### src/rtl/ccm_pkg.sv
package ccm_pkg;

  typedef enum logic [1:0] {
    KIND_START = 2'd0,
    KIND_ADATA = 2'd1,
    KIND_PDATA = 2'd2
  } kind_e;

  typedef enum logic [1:0] {
    OUT_CT  = 2'd0,
    OUT_TAG = 2'd1,
    OUT_REJ = 2'd2
  } out_kind_e;

  typedef enum logic [2:0] {
    REG_KEY_HIGH   = 3'd0,
    REG_KEY_LOW    = 3'd1,
    REG_NONCE_HIGH = 3'd2,
    REG_NONCE_LOW  = 3'd3,
    REG_NONCE_LEN  = 3'd4,
    REG_TAG_LEN    = 3'd5,
    REG_ASSOC_LEN  = 3'd6,
    REG_PAYLOAD_LEN = 3'd7
  } reg_e;

  typedef enum logic [1:0] {
    OP_START  = 2'd0,
    OP_ADATA  = 2'd1,
    OP_PDATA  = 2'd2,
    OP_REJECT = 2'd3
  } op_e;

  localparam int unsigned CMD_DEPTH = 2;
  localparam int unsigned OUT_DEPTH = 32;
  localparam int unsigned RES_MAX   = 17;
  localparam logic [31:0] ALEN_LONG = 32'd65280;
  localparam logic [3:0]  ROUNDS    = 4'd10;

  typedef struct packed {
    logic [127:0] key;
    logic [103:0] nonce;
    logic [3:0]   nonce_len;
    logic [4:0]   tag_len;
    logic [31:0]  alen;
    logic [31:0]  plen;
  } cfg_t;

  typedef struct packed {
    op_e          op;
    logic [7:0]   data;
    logic [3:0]   off;
    logic         flush;
    logic         tag;
    logic         need_ks;
    logic [127:0] key;
    logic [127:0] tmpl;
    logic [127:0] b0;
    logic [31:0]  cmask;
    logic [4:0]   tl;
    logic [47:0]  pre;
  } cmd_t;

  typedef struct packed {
    out_kind_e  kind;
    logic [7:0] data;
    logic       last;
  } res_t;

  localparam logic [7:0] SBOX [256] = '{
    8'h63,8'h7c,8'h77,8'h7b,8'hf2,8'h6b,8'h6f,8'hc5,8'h30,8'h01,8'h67,8'h2b,8'hfe,8'hd7,8'hab,8'h76,
    8'hca,8'h82,8'hc9,8'h7d,8'hfa,8'h59,8'h47,8'hf0,8'had,8'hd4,8'ha2,8'haf,8'h9c,8'ha4,8'h72,8'hc0,
    8'hb7,8'hfd,8'h93,8'h26,8'h36,8'h3f,8'hf7,8'hcc,8'h34,8'ha5,8'he5,8'hf1,8'h71,8'hd8,8'h31,8'h15,
    8'h04,8'hc7,8'h23,8'hc3,8'h18,8'h96,8'h05,8'h9a,8'h07,8'h12,8'h80,8'he2,8'heb,8'h27,8'hb2,8'h75,
    8'h09,8'h83,8'h2c,8'h1a,8'h1b,8'h6e,8'h5a,8'ha0,8'h52,8'h3b,8'hd6,8'hb3,8'h29,8'he3,8'h2f,8'h84,
    8'h53,8'hd1,8'h00,8'hed,8'h20,8'hfc,8'hb1,8'h5b,8'h6a,8'hcb,8'hbe,8'h39,8'h4a,8'h4c,8'h58,8'hcf,
    8'hd0,8'hef,8'haa,8'hfb,8'h43,8'h4d,8'h33,8'h85,8'h45,8'hf9,8'h02,8'h7f,8'h50,8'h3c,8'h9f,8'ha8,
    8'h51,8'ha3,8'h40,8'h8f,8'h92,8'h9d,8'h38,8'hf5,8'hbc,8'hb6,8'hda,8'h21,8'h10,8'hff,8'hf3,8'hd2,
    8'hcd,8'h0c,8'h13,8'hec,8'h5f,8'h97,8'h44,8'h17,8'hc4,8'ha7,8'h7e,8'h3d,8'h64,8'h5d,8'h19,8'h73,
    8'h60,8'h81,8'h4f,8'hdc,8'h22,8'h2a,8'h90,8'h88,8'h46,8'hee,8'hb8,8'h14,8'hde,8'h5e,8'h0b,8'hdb,
    8'he0,8'h32,8'h3a,8'h0a,8'h49,8'h06,8'h24,8'h5c,8'hc2,8'hd3,8'hac,8'h62,8'h91,8'h95,8'he4,8'h79,
    8'he7,8'hc8,8'h37,8'h6d,8'h8d,8'hd5,8'h4e,8'ha9,8'h6c,8'h56,8'hf4,8'hea,8'h65,8'h7a,8'hae,8'h08,
    8'hba,8'h78,8'h25,8'h2e,8'h1c,8'ha6,8'hb4,8'hc6,8'he8,8'hdd,8'h74,8'h1f,8'h4b,8'hbd,8'h8b,8'h8a,
    8'h70,8'h3e,8'hb5,8'h66,8'h48,8'h03,8'hf6,8'h0e,8'h61,8'h35,8'h57,8'hb9,8'h86,8'hc1,8'h1d,8'h9e,
    8'he1,8'hf8,8'h98,8'h11,8'h69,8'hd9,8'h8e,8'h94,8'h9b,8'h1e,8'h87,8'he9,8'hce,8'h55,8'h28,8'hdf,
    8'h8c,8'ha1,8'h89,8'h0d,8'hbf,8'he6,8'h42,8'h68,8'h41,8'h99,8'h2d,8'h0f,8'hb0,8'h54,8'hbb,8'h16
  };

  function automatic logic [7:0] xt(input logic [7:0] x);
    xt = {x[6:0], 1'b0} ^ (x[7] ? 8'h1b : 8'h00);
  endfunction

  function automatic logic [7:0] rcon(input logic [3:0] r);
    case (r)
      4'd1:    rcon = 8'h01;
      4'd2:    rcon = 8'h02;
      4'd3:    rcon = 8'h04;
      4'd4:    rcon = 8'h08;
      4'd5:    rcon = 8'h10;
      4'd6:    rcon = 8'h20;
      4'd7:    rcon = 8'h40;
      4'd8:    rcon = 8'h80;
      4'd9:    rcon = 8'h1b;
      4'd10:   rcon = 8'h36;
      default: rcon = 8'h00;
    endcase
  endfunction

  // next round key from the previous one
  function automatic logic [127:0] key_next(input logic [127:0] rk, input logic [7:0] rc);
    logic [31:0] t;
    logic [31:0] w0, w1, w2, w3;
    t  = {SBOX[rk[23:16]] ^ rc, SBOX[rk[15:8]], SBOX[rk[7:0]], SBOX[rk[31:24]]};
    w0 = rk[127:96] ^ t;
    w1 = rk[95:64] ^ w0;
    w2 = rk[63:32] ^ w1;
    w3 = rk[31:0] ^ w2;
    key_next = {w0, w1, w2, w3};
  endfunction

  // SubBytes, ShiftRows and (unless final) MixColumns; byte 0 is most significant
  function automatic logic [127:0] aes_round(input logic [127:0] s, input logic fin);
    logic [7:0] t [16];
    logic [7:0] a0, a1, a2, a3, x;
    logic [127:0] r;
    for (int c = 0; c < 4; c++) begin
      for (int i = 0; i < 4; i++) begin
        t[4*c+i] = SBOX[s[127 - 8*(4*((c+i) & 3) + i) -: 8]];
      end
    end
    if (!fin) begin
      for (int c = 0; c < 4; c++) begin
        a0 = t[4*c];
        a1 = t[4*c+1];
        a2 = t[4*c+2];
        a3 = t[4*c+3];
        x  = a0 ^ a1 ^ a2 ^ a3;
        t[4*c]   = a0 ^ x ^ xt(a0 ^ a1);
        t[4*c+1] = a1 ^ x ^ xt(a1 ^ a2);
        t[4*c+2] = a2 ^ x ^ xt(a2 ^ a3);
        t[4*c+3] = a3 ^ x ^ xt(a3 ^ a0);
      end
    end
    for (int i = 0; i < 16; i++) begin
      r[127 - 8*i -: 8] = t[i];
    end
    aes_round = r;
  endfunction

endpackage

### src/rtl/ccm_front.sv
module ccm_front import ccm_pkg::*; (
  input  logic       clk_i,
  input  logic       rst_ni,
  input  cfg_t       cfg_i,
  input  logic       push_i,
  output logic       full_o,
  input  logic [1:0] kind_i,
  input  logic [7:0] data_byte_i,
  output logic       cmd_valid_o,
  output cmd_t       cmd_o,
  input  logic       cmd_pop_i
);

  typedef enum logic [2:0] {
    PH_IDLE    = 3'b001,
    PH_ASSOC   = 3'b010,
    PH_PAYLOAD = 3'b100
  } phase_e;

  phase_e      phase_q, phase_d;
  logic [31:0] aleft_q, aleft_d, pleft_q, pleft_d;
  logic [3:0]  off_q, off_d;
  cmd_t        cmd_d;
  cmd_t        mem_q [CMD_DEPTH];
  logic        wp_q, rp_q;
  logic [1:0]  cnt_q;
  logic        accept;

  logic [3:0]   nl, q, qm1;
  logic [4:0]   tl, tlm;
  logic         bad;
  logic [6:0]   nsh;
  logic [103:0] nonce_m;
  logic [31:0]  cmask;
  logic         adata;
  logic         flush_a, flush_p;

  assign full_o      = (cnt_q == 2'(CMD_DEPTH));
  assign accept      = push_i & ~full_o;
  assign cmd_valid_o = (cnt_q != 2'd0);
  assign cmd_o       = mem_q[rp_q];

  // start-time checks and block templates
  always_comb begin
    nl    = cfg_i.nonce_len;
    tl    = cfg_i.tag_len;
    q     = 4'd15 - nl;
    qm1   = q - 4'd1;
    tlm   = (tl - 5'd2) >> 1;
    adata = (cfg_i.alen != 32'd0);
    bad   = (nl < 4'd7) || (nl > 4'd13) || (tl < 5'd4) || (tl > 5'd16) || tl[0] ||
            ((nl == 4'd13) && (cfg_i.plen[31:16] != 16'd0)) ||
            ((nl == 4'd12) && (cfg_i.plen[31:24] != 8'd0));
    nsh     = {1'b0, 3'(4'd13 - nl), 3'b000};
    nonce_m = cfg_i.nonce & ({104{1'b1}} << nsh);
    if (q >= 4'd4)      cmask = 32'hffff_ffff;
    else if (q == 4'd3) cmask = 32'h00ff_ffff;
    else                cmask = 32'h0000_ffff;
    flush_a = (off_q == 4'd15) || (aleft_q == 32'd1);
    flush_p = (off_q == 4'd15) || (pleft_q == 32'd1);
  end

  always_comb begin
    phase_d = phase_q;
    aleft_d = aleft_q;
    pleft_d = pleft_q;
    off_d   = off_q;
    cmd_d   = '0;
    cmd_d.op   = OP_REJECT;
    cmd_d.data = data_byte_i;
    cmd_d.off  = off_q;
    if (kind_i == KIND_START) begin
      if (!bad) begin
        cmd_d.op    = OP_START;
        cmd_d.key   = cfg_i.key;
        cmd_d.tmpl  = {4'b0000, qm1, nonce_m, 16'h0000};
        cmd_d.b0    = {1'b0, adata, tlm[2:0], qm1[2:0], nonce_m, 16'h0000} |
                      {96'd0, cfg_i.plen & cmask};
        cmd_d.cmask = cmask;
        cmd_d.tl    = tl;
        aleft_d     = cfg_i.alen;
        pleft_d     = cfg_i.plen;
        off_d       = 4'd0;
        if (adata) begin
          phase_d = PH_ASSOC;
          if (cfg_i.alen < ALEN_LONG) begin
            cmd_d.pre = {cfg_i.alen[15:0], 32'd0};
            off_d     = 4'd2;
          end else begin
            cmd_d.pre = {8'hff, 8'hfe, cfg_i.alen};
            off_d     = 4'd6;
          end
        end else if (cfg_i.plen != 32'd0) begin
          phase_d = PH_PAYLOAD;
        end else begin
          phase_d   = PH_IDLE;
          cmd_d.tag = 1'b1;
        end
      end
    end else if ((kind_i == KIND_ADATA) && (phase_q == PH_ASSOC)) begin
      cmd_d.op    = OP_ADATA;
      cmd_d.flush = flush_a;
      aleft_d     = aleft_q - 32'd1;
      off_d       = flush_a ? 4'd0 : off_q + 4'd1;
      if (aleft_q == 32'd1) begin
        if (pleft_q != 32'd0) begin
          phase_d = PH_PAYLOAD;
        end else begin
          phase_d   = PH_IDLE;
          cmd_d.tag = 1'b1;
        end
      end
    end else if ((kind_i == KIND_PDATA) && (phase_q == PH_PAYLOAD)) begin
      cmd_d.op      = OP_PDATA;
      cmd_d.flush   = flush_p;
      cmd_d.need_ks = (off_q == 4'd0);
      pleft_d       = pleft_q - 32'd1;
      off_d         = flush_p ? 4'd0 : off_q + 4'd1;
      if (pleft_q == 32'd1) begin
        phase_d   = PH_IDLE;
        cmd_d.tag = 1'b1;
      end
    end
  end

  always_ff @(posedge clk_i or negedge rst_ni) begin
    if (!rst_ni) begin
      phase_q <= PH_IDLE;
      aleft_q <= 32'd0;
      pleft_q <= 32'd0;
      off_q   <= 4'd0;
      wp_q    <= 1'b0;
      rp_q    <= 1'b0;
      cnt_q   <= 2'd0;
    end else begin
      if (accept) begin
        phase_q <= phase_d;
        aleft_q <= aleft_d;
        pleft_q <= pleft_d;
        off_q   <= off_d;
        wp_q    <= ~wp_q;
      end
      if (cmd_pop_i) begin
        rp_q <= ~rp_q;
      end
      cnt_q <= cnt_q + {1'b0, accept} - {1'b0, cmd_pop_i};
    end
  end

  always_ff @(posedge clk_i) begin
    if (accept) begin
      mem_q[wp_q] <= cmd_d;
    end
  end

endmodule

### config.mk
export PLATFORM = sky130hd
export DESIGN_NAME = ccm_front
export DESIGN_NICKNAME = d
export VERILOG_FILES = /design/src/rtl/ccm_pkg.sv /design/src/rtl/ccm_front.sv
export SDC_FILE = /design/constraint.sdc
export NUM_CORES = 1
export LEC_CHECK = 0
export BUFFER_PORTS_ARGS = -buffer_cell sky130_fd_sc_hd__clkbuf_2
export CAP_MARGIN = 10
export CORE_AREA = 2 2 317 319
export DETAILED_ROUTE_END_ITERATION = 8
export DIE_AREA = 0 0 319 321
export PLACE_DENSITY = 0.58
export SYNTH_ARGS = -nofsm -noshare
export SYNTH_HDL_FRONTEND = slang
export SYNTH_SLANG_ARGS = --single-unit
### constraint.sdc
create_clock -name clk_i -period 16.1 [get_ports clk_i]
set_input_delay 1.61 -clock clk_i [delete_from_list [all_inputs] [get_ports clk_i]]
set_output_delay 1.61 -clock clk_i [all_outputs]
set_load 0.02 [all_outputs]
[Yosys cells after proc, flatten, opt, wreduce, memory -nomap -nowiden]
Memory sizes are Yosys's and may differ from the RTL's.
Cells that the tools add are included.
Operators by class
  $add $sub $neg: 9
  order comparisons: 6
  eq/ne operators: 14
  shift operators: 1
  multiplexer cells: 48
  bitwise logic cells: 7
  reduce and logical (&&, ||, !) cells: 28
Operators by type and width (number)
  $mux W469: 2
  $mux W32: 8
  $or A127 B32 Y127: 1
  $and A104 B104 Y104: 1
  $shl A104 B6 Y104 const A: 1
  $mux W48: 2
  $reduce_bool A32 Y1: 3
  $eq A32 B1 Y1 const B: 2
  $sub A32 B1 Y32 const B: 2
  $mux W3: 12
  $and A32 B32 Y32: 1
  $lt A32 B16 Y1 const B: 1
  $mux W24: 1
  $mux W4: 6
  $reduce_bool A16 Y1: 1
  $mux W1: 13
  $eq A4 B4 Y1 const B: 3
  $logic_or A1 B1 Y1: 8
  $mux W2: 4
  $reduce_bool A8 Y1: 1
  $reduce_and A3 Y1: 2
  $reduce_bool A2 Y1: 3
  $reduce_bool A3 Y1: 2
  $gt A5 B5 Y1 const B: 1
  other kinds (25): 32
Storage, ports and cells
  bits in registers: 75
  bits in writable memories: 972
  bits of input ports: 319
  output and inout port bits: 488
  word-level logic and storage cells: 121
  memories kept: 1
Memory list
  mem_q: depth 2, width 486, read ports 1, clocked after Yosys merged registers in 0, write ports 1, line ccm_front.sv:24  | cmd_t mem_q [CMD_DEPTH];

[Depth between registers and ports, before layout]
  word-level depth: 9
  gate-level depth with buffers: 11
  gate-level depth less buffers: 8

[Least setup slack after synthesis]
OpenSTA, ideal clock, no wires.
  kind: in2reg
  start: input port push_i
  end: memory mem_q[0][0] (netlist bit) (enable)
  setup time: 1061 ps
  data arrival time: 16815 ps
  required time: 15039 ps
  setup slack: -1776 ps
  stages: 6
  buffers on the path: 3
  cells stage by stage: and2_1 clkbuf_1 inv_1 clkbuf_1 buf_1 nor2_1
On the way
  cells in the longest elaborated chain, start to end: 3
Ends and longest elaborated chain
  start: declaration: line ccm_front.sv:5  | input logic push_i,
  $and A1 B1 Y1: line ccm_front.sv:39  | assign accept = push_i & ~full_o;
  $mux W1: line ccm_front.sv:151  | if (accept) begin
  $mux W1 (implied by the code): line ccm_front.sv:152  | mem_q[wp_q] <= cmd_d;
  end: declaration: line ccm_front.sv:24
Every way passes these cells.

==> out/qor.log <==
[finish] Post-Layout Cell Count 4311
[floorplan] row cnt 116
[setup_path] Critical Path End Type primary output
[pwr] PD cells 191.3 nW/um^2
[pwr] static power due to leakage 16.69 nW
[routing] detailed-route via count 21940
[clock_tree] clock-pin slew on the worst setup and hold paths 0.06 ns
[floorplan] core area 99280 sq um
[setup_path] crit path cell chain buf_4 -> buf_4 -> mux2_2 -> clkbuf_2
[sta] FMAX 188.6 MHz
[clock_tree] count of instances resized after the clock tree is built 0
[synthesis] EDFF count, synth 690
[setup_path] endpoint required time on the critical path 14.49 ns
[synthesis] largest family of logic cells by synthesized area multiplexers
[synthesis] share of cell area taken by muxes after synthesis 11.69%
[setup_path] launch point of the critical path rp_q
[synthesis] sequential area share after synthesis 67.02%
[sta] Tightest Pin Transition 1.300 ns
[placed_design] post-detailed-placement cell area 38010 sq um
[setup_path] Worst Setup Start Kind register
[setup_path] cell type group with the largest total delay on the critical path buffers and inverters
[clock_tree] Skew-Pair Late Insertion Delay 0.65 ns
[sta] fin crit period 5.303 ns
[routing] number of detailed-route iterations in the first pass 5
[placed_design] number of port buffers 785
[synthesis] Synth Area in Compound Gates 5.485%
[routing] WL per Instance 22.62 microns
[placed_design] placed insts 4151
[synthesis] leading register cell type out of synthesis edfxtp_1
[routing] Via density 5.090
[clock_tree] CTS tree yes
[floorplan] number of primary I/O pins 807
[synthesis] count of state elements after synthesis 765
[synthesis] Syn Area/Cell 14.63 sq um
[clock_tree] post-CTS setup-driven buffer insertion count 0
[finish] utilization after layout 41.18%
[sta] TNS Setup 0 ns
[synthesis] number of distinct standard cells referenced by the synthesized netlist 76
[finish] number of nets in the finished design 3278
[global_routing] via count of the first global-routing pass 21620
[synthesis] cells after synthesis 2305
[setup_path] Crit path largest cell delay 0.86 ns
[floorplan] floorplan die height 321 microns
[min_path] Worst Hold Launch aleft_q[17]
[sta] WHS 0.5014 ns
[global_routing] first-pass GRT wire length 141000 microns
[sta] final number of hold-violating endpoints 0
[setup_path] reg2reg start cnt_q[1]
[finish] share of cells above drive strength 1 43.72%
[outcome] run status completed
[floorplan] Starting Density 33.96%
[floorplan] floorplan die area 102400 sq um
[routing] Residual DRC 0
[pwr] maximum ir drop on the vdd rail 0.1242 mV
[setup_path] biggest fanout along the worst timing path 60
[global_routing] gr ovfl total 0
[sta] largest clock skew in the final design 0.01532 ns
[clock_tree] CTS H-Tree Depth 3
[clock_tree] CTS Buffer Depth 3
[setup_path] worst path bufs/invs 3
[min_path] HP Class register to register
[setup_path] CP max stage cell dfrtp_4
[sta] crit share post-route 32.94%
[clock_tree] sink count of the clock tree 765
[placed_design] DPL Wire Length 65510 microns
[synthesis] Yosys Warn Count 0
[synthesis] basic-gate share of the synthesized area counting and, or, nand and nor cells 9.786%
[setup_path] most frequent cell on the critical path buf_4
[clock_tree] number of clock buffers inserted by TritonCTS 86
[finish] area added between synthesis and finish 21.24%
[routing] post-route ant nets 0
[global_routing] number of antenna violations at the first check in global routing 15
[sta] setup repair after global routing missed its margin no
[run] Max Cap Violations 0
[placed_design] Placer Congestion 0.8644
[finish] Layout Cell Area excl Fill 40880 sq um
[sta] Slew Limit Headroom 13.31%
[synthesis] synthesized-area fraction occupied by xor and xnor cells 0.1818%
[sta] max-slew violation count 0
[sta] Final setup viols 0
[synthesis] area of the mapped netlist 33720 sq um
[global_routing] global router's overall resource usage 18.16%
[setup_path] critical path class register to primary output
[global_routing] largest net degree at the start of global routing 195
[clock_tree] master cell of the clock root buffer clkbuf_16
[routing] final wirelength 97510 microns
[routing] initial detailed-routing violation count 1693
[synthesis] synthesized-area fraction occupied by adder cells 0.6680%
[clock_tree] number of hold buffers added after CTS 0
[setup_path] Data arrival, critical path 3.69 ns
[synthesis] async set or reset register ratio after synthesis 9.804%
[floorplan] die extent in x 319 microns
path summary, 6_finish.rpt:
check / endpoint / slack, ns / depth (start not counted)
worst min-delay path: aleft_q[17] / 0.50 / 2
worst min register to register: aleft_q[17] / 0.50 / 2
min in group asynchronous: aleft_q[27] / 0.80 / 1
worst max register to register: mem_q[0][420] / 12.09 / 7
worst max-delay path: cmd_o[407] / 10.80 / 4
max in group asynchronous: rp_q / 14.02 / 2
cell type report:
type | instances | area, sq um
clock buffers | 113 | 2357
diodes | 3 | 7.507
multi-input cells | 1248 | 9494
fillers | 9244 | 58400
well taps | 1298 | 1624
repair buffers | 808 | 4167
inverters | 32 | 120.1
flip-flops and latches | 765 | 22600
clock inverters | 44 | 505.5
cells by family (layout without fill, tap and decap cells):
| group | after synthesis | after routing |
|---|---|---|
| buffers and inverters | 314 | 997 |
| AO/OA/AOI/OAI | 296 | 296 |
| other | 1 | 26 |
| adder cells (fa/ha/maj) | 18 | 18 |
| multiplexers | 350 | 350 |
| AND/OR/NAND/NOR | 554 | 554 |
| flip-flops | 765 | 765 |
| XOR/XNOR | 7 | 7 |
stage by stage:
stage / worst slack, ns / power [mW]
floorplan: 4.090 / 5.139
global placement: 10.88 / 5.887
detailed placement: 10.84 / 5.897
CTS: 10.69 / 7.911
global route: 10.60 / 8.143
finish: 10.80 / 7.821
placed cells by master, fill, tap and decap left out, drive strengths merged, types with 31 or more instances in the layout:
| cell type | count |
|---|---|
| a21oi | 56 |
| and3 | 267 |
| clkbuf | 897 |
| dfrtp | 74 |
| edfxtp | 690 |
| inv | 36 |
| mux2 | 349 |
| nand2 | 31 |
| nor2 | 74 |
| nor3 | 37 |
| nor4 | 35 |
| o21ai | 110 |
worst register-to-register path: cells and delay by family (launching register included):
family	cells	cell delay [ns]
buffers and inverters	4	2.11
and+or+nand+nor	3	1.04
DFF	1	0.40
synthesized netlist by cell type (all sizes together), types with 15 or more instances:
cell	n	area share (%)
a22oi	15	0.33
nor4	35	0.73
ha	18	0.67
mux2	349	12
or4	18	0.42
nor2	74	0.85
and3	267	5.0
and2	27	0.50
edfxtp	690	61
o21ai	110	1.7
dfrtp	74	5.5
o31ai	16	0.36
a31oi	16	0.30
nand2	31	0.36
nor3	37	0.59
a21oi	56	0.84
buf	157	3.4
clkbuf	125	1.4
inv	32	0.36
report_power, final:
group / total [mW] / internal, mW / switching (mW)
Clock: 1.99 / 1.19 / 0.793
Combinational: 2.95 / 0.988 / 1.96
Sequential: 2.88 / 2.72 / 0.164
flip-flops by register name, indices dropped and copies added (netlist names):
name and cells:
cnt_q 2, phase_q 3, off_q 4, mem_q 690
wp_q 1, pleft_q 32, rp_q 1, aleft_q 32
layer usage:
layer | GRT usage, % | wire length, microns | vias to the layer above
li1 | - | - | 9967
met1 | 23.16 | 40730 | 11070
met2 | 30.45 | 47860 | 738
met3 | 4.483 | 6416 | 142
met4 | 5.566 | 2352 | 22
met5 | 0 | 145 | -
(Power assumes the default switching activity.)
